==> src/rtl/ejps_pkg.sv <==
// Types and constants of the EJTAG processor-access service sequencer.
// No dependencies.
package ejps_pkg;

  // request function codes
  localparam logic [1:0] FUNC_START = 2'd0;
  localparam logic [1:0] FUNC_SCAN  = 2'd1;
  localparam logic [1:0] FUNC_LOAD  = 2'd2;

  // instruction register codes
  localparam logic [4:0] IR_ADDRESS = 5'h08;
  localparam logic [4:0] IR_DATA    = 5'h09;
  localparam logic [4:0] IR_CONTROL = 5'h0a;

  // EJTAG control register bits
  localparam logic [31:0] CR_ROCC     = 32'h1 << 31;
  localparam logic [31:0] CR_PRNW     = 32'h1 << 19;
  localparam logic [31:0] CR_PRACC    = 32'h1 << 18;
  localparam logic [31:0] CR_PROBEN   = 32'h1 << 15;
  localparam logic [31:0] CR_PROBTRAP = 32'h1 << 14;
  localparam logic [31:0] CR_EJTAGBRK = 32'h1 << 12;
  localparam logic [31:0] CR_DM       = 32'h1 << 3;

  localparam logic [31:0] CTL_FIRST   = CR_ROCC | CR_PRACC | CR_PROBEN | CR_PROBTRAP | CR_EJTAGBRK;
  localparam logic [31:0] CTL_CLRROCC = CR_PRACC | CR_PROBEN | CR_PROBTRAP | CR_EJTAGBRK;
  localparam logic [31:0] CTL_POLL    = CR_ROCC | CR_PRACC | CR_PROBEN | CR_PROBTRAP;
  localparam logic [31:0] CTL_RELEASE = CR_ROCC | CR_PROBEN | CR_PROBTRAP;

  // session end status
  localparam logic [1:0] ST_RUNNING  = 2'd0;
  localparam logic [1:0] ST_NO_DM    = 2'd1;
  localparam logic [1:0] ST_DM_LOST  = 2'd2;
  localparam logic [1:0] ST_OUTRANGE = 2'd3;

  // register map (byte address bit 2 picks the register)
  localparam logic REG_PROGRAM_BASE  = 1'b0;
  localparam logic REG_PROGRAM_WORDS = 1'b1;

  localparam logic [31:0] PROGRAM_BASE_RST = 32'hff20_0200;

  typedef enum logic [3:0] {
    PH_IDLE     = 4'd0,
    PH_FIRST    = 4'd1,
    PH_ROCC_CLR = 4'd2,
    PH_ROCC_SET = 4'd3,
    PH_DMCHECK  = 4'd4,
    PH_POLL     = 4'd5,
    PH_ADDR     = 4'd6,
    PH_WDATA    = 4'd7,
    PH_RDATA    = 4'd8,
    PH_RELEASE  = 4'd9
  } phase_t;

  typedef struct packed {
    logic [1:0]  func;
    logic [31:0] captured;
    logic [3:0]  word_index;
  } ejps_in_t;

  typedef struct packed {
    logic        issue_scan;
    logic [4:0]  instr_code;
    logic [31:0] shift_out;
    logic        finished;
    logic [1:0]  end_status;
    logic        write_seen;
    logic [31:0] write_value;
  } ejps_out_t;

  // sequencer decision for one accepted request
  typedef struct packed {
    logic res_valid;  // request yields a result
    logic fetch;      // shift_out comes from the program store read
    logic mem_re;     // program store read enable
  } ejps_dec_t;

endpackage

==> src/rtl/ejtag_pracc_service_sequencer.sv <==
// EJTAG processor-access service sequencer, top level.
// Depends on ejps_pkg, ejps_ctrl and ejps_store.
//
// Usage: a probe sends requests on the cmd channel (cmd_valid / cmd_stall / cmd).
// A start request opens a session and yields the first control-register scan.
// Each scan-result request carries the value captured by the previous scan and
// yields the next scan request, or the ending status, on the rsp channel
// (rsp_valid / rsp_stall / rsp). Load requests fill the program store and give
// no response; they may arrive at any time.
// Throughput: one request per cycle while cmd_stall is low. A response passes
// the middle stage, which holds the sequencer decision and the synchronous program
// store read, and then the response register.
// Stall: while rsp_stall holds a response, one more decided request waits in the
// middle stage and cmd_stall rises; nothing is dropped.
// Reset (synchronous rst) ends any session, empties both stages and restores the
// registers; the program store is not cleared and holds no valid bits, so the
// user must load a word before its fetch (not enforced). No clearing pass is run.
// A load followed by a fetch of the same word sees the new word, since the
// write lands at the edge before the read is issued.
// Registers (APB, pready always high): 0x0 program_base, 0x4 program_words.
module ejtag_pracc_service_sequencer #(
  parameter int PROGRAM_DEPTH = 16
) (
  input  logic                clk,
  input  logic                rst,
  // request channel
  input  logic                cmd_valid,
  output logic                cmd_stall,
  input  ejps_pkg::ejps_in_t  cmd,
  // response channel
  output logic                rsp_valid,
  input  logic                rsp_stall,
  output ejps_pkg::ejps_out_t rsp,
  // configuration
  input  logic                psel,
  input  logic                penable,
  input  logic                pwrite,
  input  logic [2:0]          paddr,
  input  logic [31:0]         pwdata,
  output logic [31:0]         prdata,
  output logic                pready
);
  import ejps_pkg::*;

  localparam int AddrW = (PROGRAM_DEPTH > 1) ? $clog2(PROGRAM_DEPTH) : 1;

  // configuration registers
  logic [31:0] program_base;
  logic [4:0]  program_words;
  logic        cfg_write;

  assign pready    = 1'b1;
  assign cfg_write = psel && penable && pwrite && pready;
  assign prdata    = (paddr[2] == REG_PROGRAM_WORDS) ? 32'(program_words) : program_base;

  always_ff @(posedge clk) begin
    if (rst) begin
      program_base  <= PROGRAM_BASE_RST;
      program_words <= '0;
    end else if (cfg_write) begin
      unique case (paddr[2])
        REG_PROGRAM_BASE:  program_base  <= pwdata;
        REG_PROGRAM_WORDS: program_words <= pwdata[4:0];
        default: ;
      endcase
    end
  end

  // handshake between the stages
  logic accept, s2_valid, s2_advance;

  assign s2_advance = s2_valid && !(rsp_valid && rsp_stall);
  assign cmd_stall  = s2_valid && rsp_valid && rsp_stall;
  assign accept     = cmd_valid && !cmd_stall;

  // sequencer
  ejps_out_t        dec_res;
  ejps_dec_t        dec;
  logic [AddrW-1:0] rd_addr;

  ejps_ctrl #(.PROGRAM_DEPTH(PROGRAM_DEPTH)) u_ctrl (
    .clk           (clk),
    .rst           (rst),
    .accept        (accept),
    .item          (cmd),
    .program_base  (program_base),
    .program_words (program_words),
    .res           (dec_res),
    .dec           (dec),
    .rd_addr       (rd_addr)
  );

  // program store: loads with an index beyond the depth are dropped
  logic [31:0]      widx32;
  logic             mem_we;
  logic [AddrW-1:0] waddr;
  logic [31:0]      rdata;

  assign widx32 = 32'(cmd.word_index);
  assign waddr  = widx32[AddrW-1:0];
  assign mem_we = accept && (cmd.func == FUNC_LOAD) && (widx32 < 32'(PROGRAM_DEPTH));

  ejps_store #(.PROGRAM_DEPTH(PROGRAM_DEPTH)) u_store (
    .clk   (clk),
    .we    (mem_we),
    .waddr (waddr),
    .wdata (cmd.captured),
    .re    (accept && dec.mem_re),
    .raddr (rd_addr),
    .rdata (rdata)
  );

  // middle stage: decided response waiting for the store read data
  logic      s2_fetch;
  ejps_out_t s2_item, s2_merged;

  always_ff @(posedge clk) begin
    if (rst) begin
      s2_valid <= 1'b0;
    end else if (accept) begin
      s2_valid <= dec.res_valid;
    end else if (s2_advance) begin
      s2_valid <= 1'b0;
    end
  end

  always_ff @(posedge clk) begin
    if (accept) begin
      s2_item  <= dec_res;
      s2_fetch <= dec.fetch;
    end
  end

  always_comb begin
    s2_merged = s2_item;
    if (s2_fetch) begin
      s2_merged.shift_out = rdata;
    end
  end

  // response register
  always_ff @(posedge clk) begin
    if (rst) begin
      rsp_valid <= 1'b0;
    end else if (s2_advance) begin
      rsp_valid <= 1'b1;
    end else if (!rsp_stall) begin
      rsp_valid <= 1'b0;
    end
  end

  always_ff @(posedge clk) begin
    if (s2_advance) begin
      rsp <= s2_merged;
    end
  end

endmodule

==> src/rtl/ejps_store.sv <==
// Program store: one write port, one read port, registered read data.
// Depends on nothing.
module ejps_store #(
  parameter int PROGRAM_DEPTH = 16,
  localparam int AddrW = (PROGRAM_DEPTH > 1) ? $clog2(PROGRAM_DEPTH) : 1
) (
  input  logic             clk,
  input  logic             we,
  input  logic [AddrW-1:0] waddr,
  input  logic [31:0]      wdata,
  input  logic             re,
  input  logic [AddrW-1:0] raddr,
  output logic [31:0]      rdata
);

  logic [31:0] mem [PROGRAM_DEPTH];

  always_ff @(posedge clk) begin
    if (we) begin
      mem[waddr] <= wdata;
    end
  end

  always_ff @(posedge clk) begin
    if (re) begin
      rdata <= mem[raddr];
    end
  end

endmodule

==> src/rtl/ejps_ctrl.sv <==
// Session state machine: decides the next scan request, or the ending status, for each accepted request.
// Depends on ejps_pkg.
module ejps_ctrl #(
  parameter int PROGRAM_DEPTH = 16,
  localparam int AddrW = (PROGRAM_DEPTH > 1) ? $clog2(PROGRAM_DEPTH) : 1
) (
  input  logic                clk,
  input  logic                rst,
  input  logic                accept,
  input  ejps_pkg::ejps_in_t  item,
  input  logic [31:0]         program_base,
  input  logic [4:0]          program_words,
  output ejps_pkg::ejps_out_t res,
  output ejps_pkg::ejps_dec_t dec,
  output logic [AddrW-1:0]    rd_addr
);
  import ejps_pkg::*;

  phase_t      phase, phase_next;
  logic        access_is_write, access_is_write_next;
  logic [31:0] words32, depth32, limit, offset;
  logic        in_range;

  function automatic ejps_out_t scan_item(logic [4:0] code, logic [31:0] value);
    ejps_out_t r;
    r = '0;
    r.issue_scan = 1'b1;
    r.instr_code = code;
    r.shift_out  = value;
    return r;
  endfunction

  function automatic ejps_out_t end_item(logic [1:0] status);
    ejps_out_t r;
    r = '0;
    r.finished   = 1'b1;
    r.end_status = status;
    return r;
  endfunction

  // fetch window: offset below 4 * min(program_words, depth)
  assign words32  = 32'(program_words);
  assign depth32  = 32'(PROGRAM_DEPTH);
  assign limit    = ((words32 > depth32) ? depth32 : words32) << 2;
  assign offset   = item.captured - program_base;
  assign in_range = offset < limit;
  assign rd_addr  = offset[AddrW+1:2];

  always_ff @(posedge clk) begin
    if (rst) begin
      phase           <= PH_IDLE;
      access_is_write <= 1'b0;
    end else if (accept) begin
      phase           <= phase_next;
      access_is_write <= access_is_write_next;
    end
  end

  always_comb begin
    phase_next           = phase;
    access_is_write_next = access_is_write;
    res                  = '0;
    dec                  = '0;
    unique case (item.func)
      FUNC_START: begin
        res           = scan_item(IR_CONTROL, CTL_FIRST);
        dec.res_valid = 1'b1;
        phase_next    = PH_FIRST;
      end
      FUNC_SCAN: begin
        unique case (phase)
          PH_FIRST: begin
            dec.res_valid = 1'b1;
            if ((item.captured & CR_ROCC) != '0) begin
              res        = scan_item(IR_CONTROL, CTL_CLRROCC);
              phase_next = PH_ROCC_CLR;
            end else begin
              res        = scan_item(IR_CONTROL, CTL_POLL);
              phase_next = PH_DMCHECK;
            end
          end
          PH_ROCC_CLR: begin
            dec.res_valid = 1'b1;
            res           = scan_item(IR_CONTROL, CTL_FIRST);
            phase_next    = PH_ROCC_SET;
          end
          PH_ROCC_SET: begin
            dec.res_valid = 1'b1;
            res           = scan_item(IR_CONTROL, CTL_POLL);
            phase_next    = PH_DMCHECK;
          end
          PH_DMCHECK: begin
            dec.res_valid = 1'b1;
            if ((item.captured & CR_DM) == '0) begin
              res        = end_item(ST_NO_DM);
              phase_next = PH_IDLE;
            end else begin
              res        = scan_item(IR_CONTROL, CTL_POLL);
              phase_next = PH_POLL;
            end
          end
          PH_POLL: begin
            dec.res_valid = 1'b1;
            if ((item.captured & CR_DM) == '0) begin
              res        = end_item(ST_DM_LOST);
              phase_next = PH_IDLE;
            end else if ((item.captured & CR_PRACC) != '0) begin
              access_is_write_next = (item.captured & CR_PRNW) != '0;
              res                  = scan_item(IR_ADDRESS, '0);
              phase_next           = PH_ADDR;
            end else begin
              res = scan_item(IR_CONTROL, CTL_POLL);
            end
          end
          PH_ADDR: begin
            dec.res_valid = 1'b1;
            if (access_is_write) begin
              res        = scan_item(IR_DATA, '0);
              phase_next = PH_WDATA;
            end else if (in_range) begin
              // data word is filled in from the registered store read in the middle stage
              res        = scan_item(IR_DATA, '0);
              dec.fetch  = 1'b1;
              dec.mem_re = 1'b1;
              phase_next = PH_RDATA;
            end else begin
              res        = end_item(ST_OUTRANGE);
              phase_next = PH_IDLE;
            end
          end
          PH_WDATA: begin
            dec.res_valid   = 1'b1;
            res             = scan_item(IR_CONTROL, CTL_RELEASE);
            res.write_seen  = 1'b1;
            res.write_value = item.captured;
            phase_next      = PH_RELEASE;
          end
          PH_RDATA: begin
            dec.res_valid = 1'b1;
            res           = scan_item(IR_CONTROL, CTL_RELEASE);
            phase_next    = PH_RELEASE;
          end
          PH_RELEASE: begin
            dec.res_valid = 1'b1;
            res           = scan_item(IR_CONTROL, CTL_POLL);
            phase_next    = PH_POLL;
          end
          default: begin
            phase_next = PH_IDLE;
          end
        endcase
      end
      default: begin
        // loads are handled by the store path; unused code is dropped
      end
    endcase
  end

endmodule

==> config.mk <==
export PLATFORM = sky130hd
export DESIGN_NAME = ejtag_pracc_service_sequencer
export DESIGN_NICKNAME = d
export VERILOG_FILES = /design/src/rtl/ejps_pkg.sv /design/src/rtl/ejtag_pracc_service_sequencer.sv /design/src/rtl/ejps_store.sv /design/src/rtl/ejps_ctrl.sv
export SDC_FILE = /design/constraint.sdc
export NUM_CORES = 1
export LEC_CHECK = 0
export BUFFER_PORTS_ARGS = -buffer_cell sky130_fd_sc_hd__buf_2
export CAP_MARGIN = 20
export CORE_ASPECT_RATIO = 0.9
export CORE_MARGIN = 1
export CORE_UTILIZATION = 36
export DETAILED_ROUTE_END_ITERATION = 6
export GPL_ROUTABILITY_DRIVEN = 0
export MAX_ROUTING_LAYER = met4
export PLACE_DENSITY_LB_ADDON = 0.1
export SYNTH_ARGS = -nofsm -noshare
export SYNTH_HDL_FRONTEND = slang
export SYNTH_SLANG_ARGS = --single-unit
==> constraint.sdc <==
create_clock -name clk -period 8.7 [get_ports clk]
set_clock_uncertainty 0.1 [all_clocks]
set_input_delay 1.74 -clock clk [delete_from_list [all_inputs] [get_ports clk]]
set_output_delay 1.74 -clock clk [all_outputs]
set_load 0.02 [all_outputs]
# Word-level counts from Yosys, hierarchy flattened
# Memories as Yosys holds them, arrays and structs flattened. A register that Yosys moved wholly into a read port is not among the register bits.
# Index checks and enable logic that the tools add are counted.
totals:
  reg_bits: 193
  mem_bits_rw: 512
  input_bits: 80
  out_inout_bits: 109
  memories: 1
op_classes:
  addsub: 1
  order_cmp: 3
  n_eq_ne: 13
  n_mux: 31
  bitwise: 4
  reduce_logical: 24
memory_table:
  columns: ["memory", "depth", "width", "read_ports", "rd_ports_with_merged_regs", "write_ports", "line_no", "source"]
  rows:
  - ["u_store.mem", 16, 32, 1, 1, 1, "ejps_store.sv:16", "logic [31:0] mem [PROGRAM_DEPTH];"]
op_table:
  columns: ["op", "n"]
  rows:
  - ["one-hot mux 74 bit (8 select lines)", 1]
  - ["2-to-1 mux 74 bit", 4]
  - ["one-hot mux 74 bit (2 select lines)", 1]
  - ["2-to-1 mux 70 bit", 1]
  - ["2-to-1 mux 68 bit", 1]
  - ["2-to-1 mux 32 bit", 2]
  - ["logical NOT 32 bit", 1]
  - ["less-than comparator 32 bit", 1]
  - ["one-hot mux 4 bit (8 select lines)", 1]
  - ["subtractor 32 bit", 1]
  - ["equality test 4 x 3 -> 1 bit (second input constant)", 4]
  - ["2-to-1 mux 4 bit", 4]
  - ["logical AND 1 bit", 10]
  - ["2-to-1 mux 1 bit", 10]
  - ["OR reduction 9 bit", 1]
  - ["equality test 4 x 2 -> 1 bit (second input constant)", 2]
  - ["equality test 4 bit (second input constant)", 2]
  - ["one-hot mux 4 bit (2 select lines)", 1]
  - ["2-to-1 mux 3 bit", 2]
  - ["> comparator 5 bit (second input constant)", 1]
  - ["less-than comparator 4 x 5 -> 1 bit (second input constant)", 1]
  - ["2-to-1 mux 5 bit", 1]
  - ["AND reduction 5 bit", 1]
  - ["equality test 4 x 1 -> 1 bit (second input constant)", 1]
  - ["other kinds (14)", 21]

# Longest topological paths before layout
depth:
  depth_word: 8
  ltp_mapped: 20
  mapped_depth_nobuf: 17

# By module
# A second synthesis with hierarchy kept.
unflattened:
  cells_unflattened: 1719
  hier_area_um2: 30161.4
modules_own_cells:
  columns: ["module", "n_inst", "cells_each", "area_per_inst_um2", "seq_area_each_um2"]
  rows:
  - ["ejps_store", 1, 838, 20155.6, 16335.7]
  - ["ejtag_pracc_service_sequencer", 1, 393, 6816.5, 5255.0]
  - ["ejps_ctrl", 1, 488, 3189.3, 100.1]

# Worst setup path after synthesis
# Ideal clock, no wire load.
synth_path:
  kind: "input to register"
  from: "input port rsp_stall"
  to: "register rsp[0] (netlist bit) (enable)"
  setup_time_ps: 608
  arrival_ps: 6910
  setup_slack_ps: 1082
  stages: 1
  n_path_buf: 0
  path_cell_list: "a21boi_0"
synth_between:
  elab_chain_cells: 3
synth_rtl:
  columns: ["element", "line_no", "source"]
  rows:
  - ["start: declaration", "ejtag_pracc_service_sequencer.sv:32", "input logic rsp_stall,"]
  - ["logical AND 1 bit", "ejtag_pracc_service_sequencer.sv:72", "assign s2_advance = s2_valid && !(rsp_valid && rsp_stall);"]
  - ["logical NOT 1 bit", "ejtag_pracc_service_sequencer.sv:72", null]
  - ["logical AND 1 bit", "ejtag_pracc_service_sequencer.sv:72", null]
  - ["end signal: assignment", "ejtag_pracc_service_sequencer.sv:154", "rsp <= s2_merged;"]
  - ["end: declaration", "ejtag_pracc_service_sequencer.sv:33", "output ejps_pkg::ejps_out_t rsp,"]
# No other way between the ends.
# A chain may end at the register's enable or synchronous reset.

# Worst setup path after layout
layout_path:
  from: "input port cmd[7] (netlist bit)"
  to: "register u_store.rdata[16] (read register of u_store.mem) (enable)"
layout_between:
  elab_chain_cells: 7
layout_rtl:
  columns: ["element", "line_no", "source"]
  rows:
  - ["start: declaration", "ejtag_pracc_service_sequencer.sv:29", "input ejps_pkg::ejps_in_t cmd,"]
  - ["subtractor 32 bit", "ejps_ctrl.sv:45", "assign offset = item.captured - program_base;"]
  - ["less-than comparator 32 bit", "ejps_ctrl.sv:46", "assign in_range = offset < limit;"]
  - ["2-to-1 mux 2 bit", "ejps_ctrl.sv:120", "end else if (in_range) begin"]
  - ["2-to-1 mux 1 bit", "ejps_ctrl.sv:117", "if (access_is_write) begin"]
  - ["2-to-1 mux 1 bit", "ejps_ctrl.sv:71", "unique case (phase)"]
  - ["2-to-1 mux 1 bit", "ejps_ctrl.sv:64", "unique case (item.func)"]
  - ["logical AND 1 bit", "ejtag_pracc_service_sequencer.sv:108", ".re (accept && dec.mem_re),"]
  - ["named net u_store.re", "ejps_store.sv:11", "input logic re,"]
  - ["end: declaration", "ejps_store.sv:13", "output logic [31:0] rdata"]
# The timed path passes the listed nets, and every way through them passes these cells.

==> out/qor.csv <==
metric,value,unit
die width,300.4,µm
vias in the first global route,16810,
CTS Buf Count,76,
final HPWL from detailed placement,43890,µm
r2r startpoint,program_base[1]$_SDFFE_PP0P_,
pin count of the biggest net entering global routing,129,
ys flop type,edfxtp_1,
Fin Hold WS,316.7,ps
"non-filler cells, final",3086,
Hold Path Class,reg -> reg,
"Seq/Total Area, Yosys",0.7152,
CTS Root Cell,clkbuf_16,
HP Start,s2_item[34]$_DFFE_PP_,
Synth area leader,edfxtp_1,
Avg Inst Size Synth,16.22,µm²
starting density of the core,0.3638,
Pleak,11.13,nW
placed cell count,2944,
Crit path required time,8890,ps
Post-CTS Setup Inserts,0,
hold path cells,0,
Max-Cap Viols,0,
top cell type's share of synthesized area,0.6847,
Critical Path AT,6850,ps
Synth top cells by count,"658 x edfxtp_1, 181 x nand2_1, 128 x mux4_2, 98 x nor2_1, 95 x and2_1",
Fmax,150.0,MHz
Worst R2R Setup Slack,3160,ps
Setup-failing EPs final,0,
clock buffer depth,3,
status,completed,
Synth area leaders,"edfxtp_1 68%, mux4_2 10%, dfxtp_1 3.1%",
Via density,5.266,
total clock sinks,702,
PortBufs,183,
crit start category,input pin,
TritonCTS clock tree,yes,
routed len/inst,24.83,µm
power per cell area,228.6,nW/µm²
"count leader, synth",edfxtp_1,
Peak VDD IR,0.0001302,V
via count,16250,
synthesis warning total,0,
Post-synth EDFFs,658,
fin crit period,6665,ps
Resized Gates After CTS,0,
RSZ-0062 raised after global routing,false,
crit path kind,in -> reg,
period utilisation layout,0.7661,
initial antenna violation count,4,
Ports,189,
antenna-violating nets left,0,
# rows,98,
Worst Tran Pin Value,1053,ps
share of cells above drive strength 1,0.2447,
nets@finish,2086,
clock-pin slew on the worst setup and hold paths,60,ps
Filler Cell Count,7194,
Worst slew margin,0.2980,
Crit Reg-Reg Endpoint,u_store.rdata[16]$_DFFE_PP_,
Pre-antenna DRT Iters,5,
Die Area,81300,µm²
Setup TNS Final,0,ps
Setup crit end kind,flip-flop,
final wirelength,76640,µm
Storage cell area,20640,µm²
Critical Path Source,cmd[7],
Total GRT Usage,0.1963,
fin. max-slew vios,0,
Clock Latency Late Sink,620,ps
"critical path fanouts, max",23,
Die Ht,270.6,µm
ys async rst share,0,
cells on worst reg2reg path,18,
post-synth cell types,72,
Post-route DRC,0,
first-pass GRT wire length,113100,µm
hold endpoint,rsp[34]$_DFFE_PP_,
area grow syn2layout,16.38,%
Final Hold Vio Count,0,
H-tree depth,3,
cell count after synthesis,1779,
drt initial violations,1177,
Synth Cell Area,28860,µm²
hold-fix buffers at CTS,0,
core region area,79330,µm²
Seq cells post-synth,702,
area of the multi-input gates,7812,µm²
total grt overflow,0,
==> worst max-delay path by stage <==
stage | endpoint | depth (start not counted)
after floorplan | rsp[0]$_DFFE_PP_ | 1
after global placement | u_store.rdata[19]$_DFFE_PP_ | 18
after detailed placement | u_store.rdata[19]$_DFFE_PP_ | 18
after CTS | u_store.rdata[16]$_DFFE_PP_ | 18
after global routing | u_store.rdata[12]$_DFFE_PP_ | 18
final | u_store.rdata[16]$_DFFE_PP_ | 18
==> layout make-up <==
class / instances / area share
antenna: 1 / 0.00007451
clock buffer: 101 / 0.06132
clock inverter: 40 / 0.01203
inverter: 46 / 0.005141
multi-input combinational: 931 / 0.2326
sequential: 702 / 0.6145
tap: 1050 / 0.03912
timing repair buffer: 215 / 0.03517
==> logic make-up after synthesis <==
kind of cell,count (synthesis),share of synthesized area
compound gates,265,0.06131
xor+xnor,19,0.005767
fa+ha+maj,34,0.01474
buf+inv,147,0.02099
flops,702,0.7152
mux,138,0.1035
other cells,2,0.0002602
simple gates,472,0.07822
==> sequential cells by signal, summed over array words and instances (netlist names) <==
register and flops:
s2_item 42, u_store.mem 512, program_words 5, rsp 71, s2_valid 1, rsp_valid 1, u_ctrl.phase 4, s2_fetch 1
u_store.rdata 32, program_base 32, u_ctrl.access_is_write 1
==> report_power, final <==
part	total, W	internal (W)	leakage, nW	switching, W
Combinational	0.000724	0.000280	3.59	0.000444
Clock	0.00320	0.00188	1.19	0.00132
Sequential	0.00375	0.00374	6.35	0.0000106
Total	0.00768	0.00590	11.1	0.00178
==> placed cells by master (no fill, tap or decap), types with 15 or more instances in the layout <==
cell,Yosys,routed
nand4_1,15,15
a21oi_1,77,76
nand3_1,18,18
nor3_1,23,19
a211oi_1,37,37
nand2_1,181,181
o21ai_0,29,29
a31oi_1,36,36
inv_1,46,45
nor2_1,98,83
nor2_4,1,15
ha_1,34,34
edfxtp_1,658,658
and2_1,95,94
buf_2,25,183
clkbuf_16,0,79
dfxtp_1,44,44
buf_4,6,30
mux4_2,128,128
clkbuf_1,59,22
==> worst max-delay path, cell delays in order <==
cell and delay (ps):
buf_2 470, ha_1 400, a21o_1 260, a21oi_1 230
nand2_1 180, a21oi_1 210, xnor2_1 160, ha_1 270
and3_1 170, a221oi_1 410, o2111ai_1 170, nor3_1 200
o2111ai_1 130, nand4bb_1 310, nor2_4 300, nand4_1 220
nor2_4 570, buf_4 400
==> metrics by stage <==
| step | power [W] | setup WS, ps | utilization | area, µm² |
|---|---|---|---|---|
| floorplan | 0.004304 | 1082 | - | 28860 |
| global placement | 0.004553 | 1507 | 0.3923 | 31120 |
| CTS | 0.007781 | 2027 | 0.4233 | 33580 |
| global route | 0.007970 | 1755 | 0.4233 | 33580 |
| finish | 0.007677 | 2035 | 0.4234 | 33590 |
| detailed placement | 0.004556 | 1388 | 0.3923 | 31120 |
==> metal layers <==
metal | GRT usage | vias up | part of all wire
met5 | - | - | 0
met4 | 0.04834 | 0 | 0.021
met3 | 0.02915 | 101 | 0.038
met2 | 0.3089 | 382 | 0.48
met1 | 0.2671 | 8454 | 0.46
li1 | - | 7313 | -
No activity file was read; power rests on OpenSTA's default activity.
